==> config.mk <==
export PLATFORM = sky130hd
export DESIGN_NAME = range_gap_penalty_counter_unit_flat
export DESIGN_NICKNAME = d
export VERILOG_FILES = /design/src/hw/rtl/rgpc_pkg.sv /design/src/hw/rtl/rgpc_req_if.sv /design/src/hw/rtl/rgpc_rsp_if.sv /design/src/hw/rtl/rgpc_csr.sv /design/src/hw/rtl/rgpc_column_bank.sv /design/src/hw/rtl/rgpc_sum_tree.sv /design/src/hw/rtl/rgpc_accum.sv /design/src/hw/rtl/range_gap_penalty_counter_unit.sv /design/src/flat_wrapper.sv
export SDC_FILE = /design/constraint.sdc
export NUM_CORES = 2
export LEC_CHECK = 0
export BUFFER_PORTS_ARGS = -buffer_cell sky130_fd_sc_hd__buf_4
export CAP_MARGIN = 10
export CORE_ASPECT_RATIO = 0.5
export CORE_MARGIN = 5
export CORE_UTILIZATION = 40
export DETAILED_ROUTE_END_ITERATION = 12
export HOLD_SLACK_MARGIN = 0.15
export PLACE_DENSITY_LB_ADDON = 0.12
export SETUP_SLACK_MARGIN = 0.02
export SYNTH_ARGS = -nofsm -noshare
export SYNTH_HDL_FRONTEND = slang
export SYNTH_HIERARCHICAL = 1
export SYNTH_SLANG_ARGS = --single-unit
==> constraint.sdc <==
create_clock -name clock -period 40.4 [get_ports clock]
set_clock_uncertainty 0.05 [all_clocks]
set_input_delay 10.1 -clock clock [delete_from_list [all_inputs] [get_ports clock]]
set_output_delay 10.1 -clock clock [all_outputs]
set_load 0.005 [all_outputs]
==> src/hw/rtl/rgpc_pkg.sv <==
// shared constants and types for the range gap penalty counter
`timescale 1ns / 1ps

package rgpc_pkg;

   localparam int ROW_W               = 64;
   localparam int CFG_W               = 7;
   localparam int GAP_W               = 11;
   localparam int PEN_W               = 17;
   localparam int GROUP_SIZE          = 8;
   localparam int GROUP_SUM_W         = GAP_W + $clog2(GROUP_SIZE);
   localparam int DEFAULT_MAX_COLUMNS = 64;

   localparam int CSR_ADDR_W = 3;
   localparam int CSR_DATA_W = 32;

   localparam logic [GAP_W-1:0] GAP_LIMIT      = 11'd2047;
   localparam logic [PEN_W-1:0] PENALTY_LIMIT  = 17'd65536;
   localparam logic [CFG_W-1:0] COLUMNS_RESET  = 7'd64;

   localparam logic REG_COLUMNS_IN_USE = 1'b0;

   typedef struct packed {
      logic valid;
      logic last;
      logic sat;
   } ctl_type;

endpackage

==> src/hw/rtl/rgpc_req_if.sv <==
// row channel: valid/ready with one presence row per item
`timescale 1ns / 1ps

interface rgpc_req_if;
   logic                       valid;
   logic                       ready;
   logic [rgpc_pkg::ROW_W-1:0] presence_row;
   logic                       last_row;

   modport source (output valid, output presence_row, output last_row, input ready);
   modport sink (input valid, input presence_row, input last_row, output ready);
endinterface

==> src/hw/rtl/rgpc_rsp_if.sv <==
// result channel: valid/ready with penalty and saturation flag
`timescale 1ns / 1ps

interface rgpc_rsp_if;
   logic                       valid;
   logic                       ready;
   logic [rgpc_pkg::PEN_W-1:0] penalty;
   logic                       saturated;

   modport source (output valid, output penalty, output saturated, input ready);
   modport sink (input valid, input penalty, input saturated, output ready);
endinterface

==> src/hw/rtl/rgpc_csr.sv <==
// apb register file holding the scored column count
`timescale 1ns / 1ps

module rgpc_csr (
   input  logic                                clock,
   input  logic                                reset,
   input  logic                                psel,
   input  logic                                penable,
   input  logic                                pwrite,
   input  logic [rgpc_pkg::CSR_ADDR_W-1:0]     paddr,
   input  logic [rgpc_pkg::CSR_DATA_W-1:0]     pwdata,
   output logic [rgpc_pkg::CSR_DATA_W-1:0]     prdata,
   output logic                                pready,
   output logic [rgpc_pkg::CFG_W-1:0]          columns_in_use
);

   logic [rgpc_pkg::CFG_W-1:0] columns_ff;
   logic [rgpc_pkg::CFG_W-1:0] columns_in;
   logic                       write_hit;

   assign pready    = 1'b1;
   assign write_hit = psel && penable && pwrite && (paddr[2] == rgpc_pkg::REG_COLUMNS_IN_USE);

   always_comb begin
      columns_in = columns_ff;
      if (write_hit) begin
         columns_in = pwdata[rgpc_pkg::CFG_W-1:0];
      end
   end

   always_ff @(posedge clock) begin
      if (reset) begin
         columns_ff <= rgpc_pkg::COLUMNS_RESET;
      end else begin
         columns_ff <= columns_in;
      end
   end

   always_comb begin
      prdata = '0;
      unique case (paddr[2])
         rgpc_pkg::REG_COLUMNS_IN_USE: begin
            prdata = {{(rgpc_pkg::CSR_DATA_W - rgpc_pkg::CFG_W){1'b0}}, columns_ff};
         end
         default: begin
            prdata = '0;
         end
      endcase
   end

   assign columns_in_use = columns_ff;

endmodule

==> src/hw/rtl/rgpc_column_bank.sv <==
// per-column seen flags and gap counters, registered gap contributions
`timescale 1ns / 1ps

module rgpc_column_bank #(
   parameter int MAX_COLUMNS = rgpc_pkg::DEFAULT_MAX_COLUMNS
) (
   input  logic                            clock,
   input  logic                            reset,
   input  logic                            advance,
   input  logic                            in_valid,
   input  logic [rgpc_pkg::ROW_W-1:0]      presence_row,
   input  logic                            last_row,
   input  logic [rgpc_pkg::CFG_W-1:0]      columns_in_use,
   output rgpc_pkg::ctl_type               ctl_out,
   output logic [rgpc_pkg::GAP_W-1:0]      contrib [MAX_COLUMNS]
);

   localparam logic [rgpc_pkg::CFG_W-1:0] MAX_COLS_CFG = rgpc_pkg::CFG_W'(MAX_COLUMNS);

   logic                        seen_ff    [MAX_COLUMNS];
   logic                        seen_in    [MAX_COLUMNS];
   logic [rgpc_pkg::GAP_W-1:0]  gaps_ff    [MAX_COLUMNS];
   logic [rgpc_pkg::GAP_W-1:0]  gaps_in    [MAX_COLUMNS];
   logic [rgpc_pkg::GAP_W-1:0]  contrib_ff [MAX_COLUMNS];
   logic [rgpc_pkg::GAP_W-1:0]  contrib_in [MAX_COLUMNS];
   rgpc_pkg::ctl_type           ctl_ff;
   rgpc_pkg::ctl_type           ctl_in;
   logic [rgpc_pkg::CFG_W-1:0]  scored_cols;
   logic                        take;

   assign take        = advance && in_valid;
   assign scored_cols = (columns_in_use > MAX_COLS_CFG) ? MAX_COLS_CFG : columns_in_use;

   always_comb begin
      logic gap_sat;
      logic scored;
      logic present;
      gap_sat = 1'b0;
      for (int c = 0; c < MAX_COLUMNS; c++) begin
         scored        = rgpc_pkg::CFG_W'(c) < scored_cols;
         present       = presence_row[c];
         seen_in[c]    = seen_ff[c];
         gaps_in[c]    = gaps_ff[c];
         contrib_in[c] = '0;
         if (scored) begin
            if (present) begin
               if (seen_ff[c]) begin
                  contrib_in[c] = gaps_ff[c];
               end
               seen_in[c] = 1'b1;
               gaps_in[c] = '0;
            end else if (seen_ff[c]) begin
               if (gaps_ff[c] >= rgpc_pkg::GAP_LIMIT) begin
                  gap_sat = 1'b1;
               end else begin
                  gaps_in[c] = gaps_ff[c] + 1'b1;
               end
            end
         end
         if (!take) begin
            seen_in[c] = seen_ff[c];
            gaps_in[c] = gaps_ff[c];
         end else if (last_row) begin
            seen_in[c] = 1'b0;
            gaps_in[c] = '0;
         end
      end
      ctl_in.valid = in_valid;
      ctl_in.last  = last_row;
      ctl_in.sat   = gap_sat;
   end

   always_ff @(posedge clock) begin
      if (reset) begin
         for (int c = 0; c < MAX_COLUMNS; c++) begin
            seen_ff[c] <= 1'b0;
            gaps_ff[c] <= '0;
         end
         ctl_ff.valid <= 1'b0;
      end else begin
         for (int c = 0; c < MAX_COLUMNS; c++) begin
            seen_ff[c] <= seen_in[c];
            gaps_ff[c] <= gaps_in[c];
         end
         if (advance) begin
            ctl_ff.valid <= ctl_in.valid;
         end
      end
      if (advance) begin
         ctl_ff.last <= ctl_in.last;
         ctl_ff.sat  <= ctl_in.sat;
         for (int c = 0; c < MAX_COLUMNS; c++) begin
            contrib_ff[c] <= contrib_in[c];
         end
      end
   end

   assign ctl_out = ctl_ff;
   assign contrib = contrib_ff;

endmodule

==> src/hw/rtl/rgpc_sum_tree.sv <==
// two-level registered adder tree over the column contributions
`timescale 1ns / 1ps

module rgpc_sum_tree #(
   parameter int MAX_COLUMNS = rgpc_pkg::DEFAULT_MAX_COLUMNS
) (
   input  logic                            clock,
   input  logic                            reset,
   input  logic                            advance,
   input  rgpc_pkg::ctl_type               ctl_in,
   input  logic [rgpc_pkg::GAP_W-1:0]      contrib [MAX_COLUMNS],
   output rgpc_pkg::ctl_type               ctl_out,
   output logic [rgpc_pkg::PEN_W-1:0]      row_sum
);

   localparam int GROUPS = (MAX_COLUMNS + rgpc_pkg::GROUP_SIZE - 1) / rgpc_pkg::GROUP_SIZE;

   logic [rgpc_pkg::GROUP_SUM_W-1:0] group_ff [GROUPS];
   logic [rgpc_pkg::GROUP_SUM_W-1:0] group_in [GROUPS];
   rgpc_pkg::ctl_type                mid_ctl_ff;
   rgpc_pkg::ctl_type                out_ctl_ff;
   logic [rgpc_pkg::PEN_W-1:0]       sum_ff;
   logic [rgpc_pkg::PEN_W-1:0]       sum_in;

   always_comb begin
      for (int g = 0; g < GROUPS; g++) begin
         group_in[g] = '0;
         for (int k = 0; k < rgpc_pkg::GROUP_SIZE; k++) begin
            if (g * rgpc_pkg::GROUP_SIZE + k < MAX_COLUMNS) begin
               group_in[g] = group_in[g]
                  + rgpc_pkg::GROUP_SUM_W'(contrib[g * rgpc_pkg::GROUP_SIZE + k]);
            end
         end
      end
   end

   always_comb begin
      sum_in = '0;
      for (int g = 0; g < GROUPS; g++) begin
         sum_in = sum_in + rgpc_pkg::PEN_W'(group_ff[g]);
      end
   end

   always_ff @(posedge clock) begin
      if (reset) begin
         mid_ctl_ff.valid <= 1'b0;
         out_ctl_ff.valid <= 1'b0;
      end else if (advance) begin
         mid_ctl_ff.valid <= ctl_in.valid;
         out_ctl_ff.valid <= mid_ctl_ff.valid;
      end
      if (advance) begin
         mid_ctl_ff.last <= ctl_in.last;
         mid_ctl_ff.sat  <= ctl_in.sat;
         out_ctl_ff.last <= mid_ctl_ff.last;
         out_ctl_ff.sat  <= mid_ctl_ff.sat;
         group_ff        <= group_in;
         sum_ff          <= sum_in;
      end
   end

   assign ctl_out = out_ctl_ff;
   assign row_sum = sum_ff;

endmodule

==> src/hw/rtl/rgpc_accum.sv <==
// clamped penalty accumulator and result registers
`timescale 1ns / 1ps

module rgpc_accum (
   input  logic                            clock,
   input  logic                            reset,
   input  rgpc_pkg::ctl_type               ctl_in,
   input  logic [rgpc_pkg::PEN_W-1:0]      row_sum,
   output logic                            advance,
   rgpc_rsp_if.source                      rsp_bus
);

   logic [rgpc_pkg::PEN_W-1:0] acc_ff;
   logic [rgpc_pkg::PEN_W-1:0] acc_in;
   logic                       acc_sat_ff;
   logic                       acc_sat_in;
   logic                       rsp_valid_ff;
   logic                       rsp_valid_in;
   logic [rgpc_pkg::PEN_W-1:0] rsp_penalty_ff;
   logic                       rsp_sat_ff;
   logic                       spare_valid_ff;
   logic                       spare_valid_in;
   logic [rgpc_pkg::PEN_W-1:0] spare_penalty_ff;
   logic                       spare_sat_ff;
   logic [rgpc_pkg::PEN_W:0]   total;
   logic                       over;
   logic [rgpc_pkg::PEN_W-1:0] clamped;
   logic                       sat_next;
   logic                       step;
   logic                       load_result;
   logic                       head_free;
   logic                       load_head;
   logic                       load_spare;

   // spare result slot keeps rsp ready off the input side
   assign advance     = !(ctl_in.valid && ctl_in.last && spare_valid_ff);
   assign step        = advance && ctl_in.valid;
   assign load_result = step && ctl_in.last;
   assign head_free   = !rsp_valid_ff || rsp_bus.ready;

   assign total    = {1'b0, acc_ff} + {1'b0, row_sum};
   assign over     = total > {1'b0, rgpc_pkg::PENALTY_LIMIT};
   assign clamped  = over ? rgpc_pkg::PENALTY_LIMIT : total[rgpc_pkg::PEN_W-1:0];
   assign sat_next = acc_sat_ff || ctl_in.sat || over;

   always_comb begin
      acc_in     = acc_ff;
      acc_sat_in = acc_sat_ff;
      if (step) begin
         if (ctl_in.last) begin
            acc_in     = '0;
            acc_sat_in = 1'b0;
         end else begin
            acc_in     = clamped;
            acc_sat_in = sat_next;
         end
      end
      rsp_valid_in   = rsp_valid_ff;
      spare_valid_in = spare_valid_ff;
      load_head      = 1'b0;
      load_spare     = 1'b0;
      if (head_free) begin
         rsp_valid_in   = spare_valid_ff || load_result;
         spare_valid_in = 1'b0;
         load_head      = spare_valid_ff || load_result;
      end else if (load_result) begin
         spare_valid_in = 1'b1;
         load_spare     = 1'b1;
      end
   end

   always_ff @(posedge clock) begin
      if (reset) begin
         acc_ff         <= '0;
         acc_sat_ff     <= 1'b0;
         rsp_valid_ff   <= 1'b0;
         spare_valid_ff <= 1'b0;
      end else begin
         acc_ff         <= acc_in;
         acc_sat_ff     <= acc_sat_in;
         rsp_valid_ff   <= rsp_valid_in;
         spare_valid_ff <= spare_valid_in;
      end
   end

   always_ff @(posedge clock) begin
      if (load_head) begin
         rsp_penalty_ff <= spare_valid_ff ? spare_penalty_ff : clamped;
         rsp_sat_ff     <= spare_valid_ff ? spare_sat_ff : sat_next;
      end
      if (load_spare) begin
         spare_penalty_ff <= clamped;
         spare_sat_ff     <= sat_next;
      end
   end

   assign rsp_bus.valid     = rsp_valid_ff;
   assign rsp_bus.penalty   = rsp_penalty_ff;
   assign rsp_bus.saturated = rsp_sat_ff;

   acc_within_limit: assert property (@(posedge clock) disable iff (reset)
      acc_ff <= rgpc_pkg::PENALTY_LIMIT)
      else $error("penalty accumulator above limit");

   acc_cleared_after_result: assert property (@(posedge clock) disable iff (reset)
      load_result |=> (acc_ff == '0) && !acc_sat_ff)
      else $error("accumulator not cleared after a result");

   result_within_limit: assert property (@(posedge clock) disable iff (reset)
      rsp_valid_ff |-> rsp_penalty_ff <= rgpc_pkg::PENALTY_LIMIT)
      else $error("result penalty above limit");

   spare_result_kept: assert property (@(posedge clock) disable iff (reset)
      (spare_valid_ff && ctl_in.valid && ctl_in.last) |-> !advance)
      else $error("pipeline moved over a full result buffer");

   spare_behind_head: assert property (@(posedge clock) disable iff (reset)
      spare_valid_ff |-> rsp_valid_ff)
      else $error("spare result held with an empty head");

endmodule

==> src/hw/rtl/range_gap_penalty_counter_unit.sv <==
// top level of the range gap penalty counter
//
// Scores one ordering of a presence/absence matrix, one row per item on
// req_bus. Bit c of presence_row marks taxon column c present; only the
// low columns_in_use columns are scored (register 0 on the apb port,
// reset value 64). For each scored column the absences between its first
// and last presence are summed; last_row ends the ordering.
// On a last row one item leaves on rsp_bus with the penalty (clamped to
// 65536) and saturated, set when a gap counter held at 2047 or the penalty
// clamped. Rows not marked last give no result.
// A last row passes the per-column update, both adder tree levels and the
// accumulator, one stage each, before rsp_bus.valid rises. Throughput: one
// row per cycle unless the pipeline stalls.
// Reset clears all column state, the accumulator and the result valid flags.
// Two result registers sit on rsp_bus. While results wait, rows keep
// flowing; a last row that reaches the accumulator with both registers
// full stalls the pipeline, and req_bus.ready drops until one is taken.
`timescale 1ns / 1ps

module range_gap_penalty_counter_unit #(
   parameter int MAX_COLUMNS = rgpc_pkg::DEFAULT_MAX_COLUMNS
) (
   input  logic                                clock,
   input  logic                                reset,
   rgpc_req_if.sink                            req_bus,
   rgpc_rsp_if.source                          rsp_bus,
   input  logic                                psel,
   input  logic                                penable,
   input  logic                                pwrite,
   input  logic [rgpc_pkg::CSR_ADDR_W-1:0]     paddr,
   input  logic [rgpc_pkg::CSR_DATA_W-1:0]     pwdata,
   output logic [rgpc_pkg::CSR_DATA_W-1:0]     prdata,
   output logic                                pready
);

   logic [rgpc_pkg::CFG_W-1:0] columns_in_use;
   logic                       advance;
   rgpc_pkg::ctl_type          bank_ctl;
   rgpc_pkg::ctl_type          tree_ctl;
   logic [rgpc_pkg::GAP_W-1:0] contrib [MAX_COLUMNS];
   logic [rgpc_pkg::PEN_W-1:0] row_sum;

   assign req_bus.ready = advance;

   rgpc_csr u_csr (
      .clock          (clock),
      .reset          (reset),
      .psel           (psel),
      .penable        (penable),
      .pwrite         (pwrite),
      .paddr          (paddr),
      .pwdata         (pwdata),
      .prdata         (prdata),
      .pready         (pready),
      .columns_in_use (columns_in_use)
   );

   rgpc_column_bank #(
      .MAX_COLUMNS (MAX_COLUMNS)
   ) u_bank (
      .clock          (clock),
      .reset          (reset),
      .advance        (advance),
      .in_valid       (req_bus.valid),
      .presence_row   (req_bus.presence_row),
      .last_row       (req_bus.last_row),
      .columns_in_use (columns_in_use),
      .ctl_out        (bank_ctl),
      .contrib        (contrib)
   );

   rgpc_sum_tree #(
      .MAX_COLUMNS (MAX_COLUMNS)
   ) u_tree (
      .clock   (clock),
      .reset   (reset),
      .advance (advance),
      .ctl_in  (bank_ctl),
      .contrib (contrib),
      .ctl_out (tree_ctl),
      .row_sum (row_sum)
   );

   rgpc_accum u_accum (
      .clock   (clock),
      .reset   (reset),
      .ctl_in  (tree_ctl),
      .row_sum (row_sum),
      .advance (advance),
      .rsp_bus (rsp_bus)
   );

endmodule

==> src/flat_wrapper.sv <==
// flat-port wrapper written by rule: the top's interface ports become plain ports
module range_gap_penalty_counter_unit_flat 
#(
   parameter int MAX_COLUMNS = rgpc_pkg::DEFAULT_MAX_COLUMNS
)
  (clock, reset, psel, penable, pwrite, paddr, pwdata, prdata, pready, req_bus_valid, req_bus_presence_row, req_bus_last_row, req_bus_ready, rsp_bus_valid, rsp_bus_penalty, rsp_bus_saturated, rsp_bus_ready);
  rgpc_req_if req_bus_i ();
  rgpc_rsp_if rsp_bus_i ();
  input  logic clock;
  input  logic reset;
  input  logic psel;
  input  logic penable;
  input  logic pwrite;
  input  logic [rgpc_pkg::CSR_ADDR_W-1:0] paddr;
  input  logic [rgpc_pkg::CSR_DATA_W-1:0] pwdata;
  output logic [rgpc_pkg::CSR_DATA_W-1:0] prdata;
  output logic pready;
  input wire logic [$bits(req_bus_i.valid)-1:0] req_bus_valid;
  input wire logic [$bits(req_bus_i.presence_row)-1:0] req_bus_presence_row;
  input wire logic [$bits(req_bus_i.last_row)-1:0] req_bus_last_row;
  output wire logic [$bits(req_bus_i.ready)-1:0] req_bus_ready;
  output wire logic [$bits(rsp_bus_i.valid)-1:0] rsp_bus_valid;
  output wire logic [$bits(rsp_bus_i.penalty)-1:0] rsp_bus_penalty;
  output wire logic [$bits(rsp_bus_i.saturated)-1:0] rsp_bus_saturated;
  input wire logic [$bits(rsp_bus_i.ready)-1:0] rsp_bus_ready;
  assign req_bus_i.valid = req_bus_valid;
  assign req_bus_i.presence_row = req_bus_presence_row;
  assign req_bus_i.last_row = req_bus_last_row;
  assign req_bus_ready = req_bus_i.ready;
  assign rsp_bus_valid = rsp_bus_i.valid;
  assign rsp_bus_penalty = rsp_bus_i.penalty;
  assign rsp_bus_saturated = rsp_bus_i.saturated;
  assign rsp_bus_i.ready = rsp_bus_ready;
  range_gap_penalty_counter_unit #(.MAX_COLUMNS(MAX_COLUMNS)) u_core (.clock(clock), .reset(reset), .req_bus(req_bus_i), .rsp_bus(rsp_bus_i), .psel(psel), .penable(penable), .pwrite(pwrite), .paddr(paddr), .pwdata(pwdata), .prdata(prdata), .pready(pready));
endmodule
==> summary.txt <==
Run status
  – Outcome: finished clean

Synthesis
  – Cell with the most instances after synthesis: inv_1
  – Multiplexer share of the synthesized area: 0.005884
  – Fraction of registers with async set/reset: 0
  – Synth Instances: 9115
  – Largest cells by area after synthesis: edfxtp_1 28%, dfxtp_1 17%, fa_1 13%
  – Post-synthesis area per instance: 10.15 µm²
  – Synth Area in Compound Gates: 0.07132
  – Simple-gate share of the synthesized area: 0.1842
  – Area fraction of the dominant cell type after synthesis: 0.2841
  – Post-synthesis adder-cell area fraction: 0.1585
  – Commonest cells post-synth: 1407 x inv_1, 978 x nor2_1, 875 x edfxtp_1
  – Most used DFF post-synth: edfxtp_1
  – Number of synthesized register bits: 1673
  – Unique cell type count in the Yosys netlist: 109
  – Leading area contributor after synthesis: edfxtp_1
  – Yosys warns: 6
  – Post-synth EDFFs: approximately 900
  – Seq/Total Area, Yosys: 0.4568
  – Largest family of logic cells by synthesized area: simple AND/OR/NAND/NOR gates
  – Synth Area in XOR/XNOR: 0.05350
  – Synth Cell Area: 0.09249 mm²

Detailed routing
  – DRT antenna net count: 0
  – Vias per cell: 5.142
  – DRC: 0
  – Iteration-0 DRC Markers: 5683
  – Post-Route WL: 270.9 mm
  – Wire length per cell: 21.69 µm
  – Via count: 64210
  – First-pass iteration count of the detailed router: 6

Layout
  – Final instance area: 0.1025 mm²
  – Register area: 0.04226 mm²
  – Share of cells above drive strength 1: 0.05760
  – Area grow syn2layout: 10.77%
  – Nets@finish: 10180
  – Fill cells: around 22000
  – Util after Layout: 0.4468
  – Fin cells: 12490
  – Area of the multi-input gates: roughly 0.044 mm²

Floorplan
  – Die H: 350.0 µm
  – Die X: 690.1 µm
  – I/O pin total: 160
  – Core ar.: 0.2293 mm²
  – FP Rows: 124
  – Die Area: around 0.24 mm²
  – Initial Util: 0.4034

GRT
  – Gr ovfl total: 0
  – GR Util All Layers: 0.2211
  – Vias in the first global route: between 60000 and 70000
  – Largest net degree at the start of global routing: a little under 80
  – First-pass GRT wire length: 401.7 mm
  – Antenna violations before repair: 33

Timing
  – RSZ-0062 raised after global routing: no
  – PnR worst setup slack: 19.58 ns
  – Final Hold Viols: 0
  – Final slew viol count: 0
  – Max Clk Rate: 48.02 MHz
  – Min cycle time layout: 20.82 ns
  – Final Setup Violations: 0
  – Actual slew at the worst max-slew pin: 1.370 ns
  – Hold slack: ~0.37 ns
  – Final period util: 0.5154
  – Slew margin rel.: 0.08675
  – Sum of negative setup slack: 0 ns

Power and ir drop
  – Leak pwr: 41.94 nW
  – Pwr/cell area: 34.59 mW/mm²
  – Comb pwr share: 0.033
  – Sw Pwr: 0.8154 mW
  – Sw Ratio: 0.2301
  – Worst IR Drop VDD: between 0.02 and 0.03 mV
  – Sequential Power Share: 0.504
  – Clock power share: 0.463
  – Design Power: 3.544 mW
  – Int Pwr: 2.729 mW

Clocking
  – H-tree levels: 4
  – Post-CTS resize count: 0
  – Hold Buf Count CTS: 0
  – Clock tree buffer depth: 4
  – Sink Count: between 1500 and 2000
  – Clock latency on the worst-skew pair: 0.85 ns
  – CTS tree: built
  – Clock transition at path regs: 0.06 ns
  – Post-CTS Repair Setup Buffers: 0
  – CTS Buf Count: 174
  – Root Buffer: clkbuf_16

Setup path
  – Critical path type: primary input to primary output
  – Startpoint Class: primary input
  – Crit-path max cell delay: 0.24 ns
  – WP data arrival: ~11 ns
  – CP Buf/Inv Count: 2
  – Worst path required time: 30.25 ns
  – Critical Path Start: paddr[2]
  – Max Fanout on Critical Path: 8
  – Most common cell on crit path: buf_4
  – Crit-path slowest cell: and2b_2
  – CP top delay family: buffers and inverters
  – Cell breakdown of the critical path: buf_4, and2b_2, buf_4
  – Reg2reg start: u_core/u_csr/columns_in_use[3]
  – CP Capture Type: primary output

Hold path
  – Worst Hold Class: flop to flop
  – Hold Path Origin: u_core/u_tree/mid_ctl_ff[0]

Placed design
  – DP Worst Slack: 19.56 ns
  – I/O Buffers: about 110
  – Placed cells: approximately 12000
  – Placed cell areas: 0.09680 mm²
  – Gpl congestion: a little under 0.9
  – HPWL Detailed: 205.4 mm

Run
  – Max Cap Viol: 0
==> cells by family (layout without fill, tap and decap cells) <==
family | Yosys count | in the layout
DFF | 1673 | 1673
AOI/OAI and AO/OA | 1018 | 1018
other | 2 | 34
and+or+nand+nor | 3330 | 3330
adders and majority gates | 818 | 818
muxes | 54 | 54
buffers and inverters | 1655 | 1908
xor gates and xnor gates | 565 | 565
==> layout by cell type (no fill, tap or decap), types with 43 or more instances in the layout <==
| master | netlist | layout |
|---|---|---|
| o21ai_1 | 58 | 57 |
| and2_1 | 620 | 619 |
| nor3_1 | 174 | 173 |
| or3_1 | 74 | 74 |
| mux2i_1 | 51 | 51 |
| and3_1 | 227 | 227 |
| nand4_1 | 210 | 210 |
| nor2_1 | 978 | 974 |
| nor4_1 | 72 | 72 |
| o21ai_0 | 138 | 138 |
| buf_4 | 33 | 181 |
| inv_1 | 1407 | 1406 |
| xnor2_1 | 277 | 277 |
| a21oi_1 | 392 | 391 |
| clkbuf_16 | 0 | 181 |
| edfxtp_1 | 875 | 875 |
| dfxtp_1 | 798 | 793 |
| nand2_1 | 477 | 475 |
| fa_1 | 590 | 590 |
| xor2_1 | 288 | 288 |
| a21o_1 | 58 | 58 |
| nand3_1 | 249 | 248 |
| nand2b_1 | 72 | 72 |
| o41ai_1 | 44 | 43 |
| ha_1 | 228 | 228 |
==> metal layers <==
layer	share of wire	global-route usage	vias up
met3	0.074	0.04613	316
met1	0.48	0.3267	31710
met5	0.000030	0	-
met2	0.43	0.3360	1641
met4	0.020	0.04448	2
li1	-	-	30530
==> registers in the layout, summed over array words and instances, names as in the netlist, 17 cells and up <==
| name | flops |
|---|---|
| u_core/u_bank/gaps_ff | 704 |
| u_core/u_accum/rsp_bus.penalty | 17 |
| u_core/u_tree/row_sum | 17 |
| u_core/u_bank/contrib | 704 |
| u_core/u_bank/seen_ff | 64 |
| u_core/u_accum/spare_penalty_ff | 17 |
| u_core/u_accum/acc_ff | 17 |
| u_core/u_tree/group_ff | 112 |
==> power by group through the flow <==
stage / Sequential, mW / Combinational, mW / Clock [mW]
floorplan: 1.82 / 0.0678 / 0
global placement: 1.82 / 0.117 / 0
detailed placement: 1.82 / 0.117 / 0
CTS: 1.78 / 0.117 / 1.69
global route: 1.78 / 0.127 / 1.76
finish: 1.78 / 0.118 / 1.64
==> final cells by class <==
cell class              count  share of cell area
repair buffers            185             0.01375
clock inverters            94            0.008622
flip-flops and latches   1673              0.4125
clock buffers             219             0.04619
well taps                3087             0.03770
inverters                1410             0.05166
multi-input cells        5811              0.4294
diodes                      8           0.0001954
==> path summary, 6_finish.rpt <==
check	to	slack, ns	cells past startpoint
min reg2reg	u_core/u_tree/ctl_out[0]	0.37	0
min	u_core/u_tree/ctl_out[0]	0.37	0
max	prdata[1]	19.58	3
max reg2reg	u_core/u_bank/ctl_out[0]	34.89	9
(Power assumes the default switching activity.)
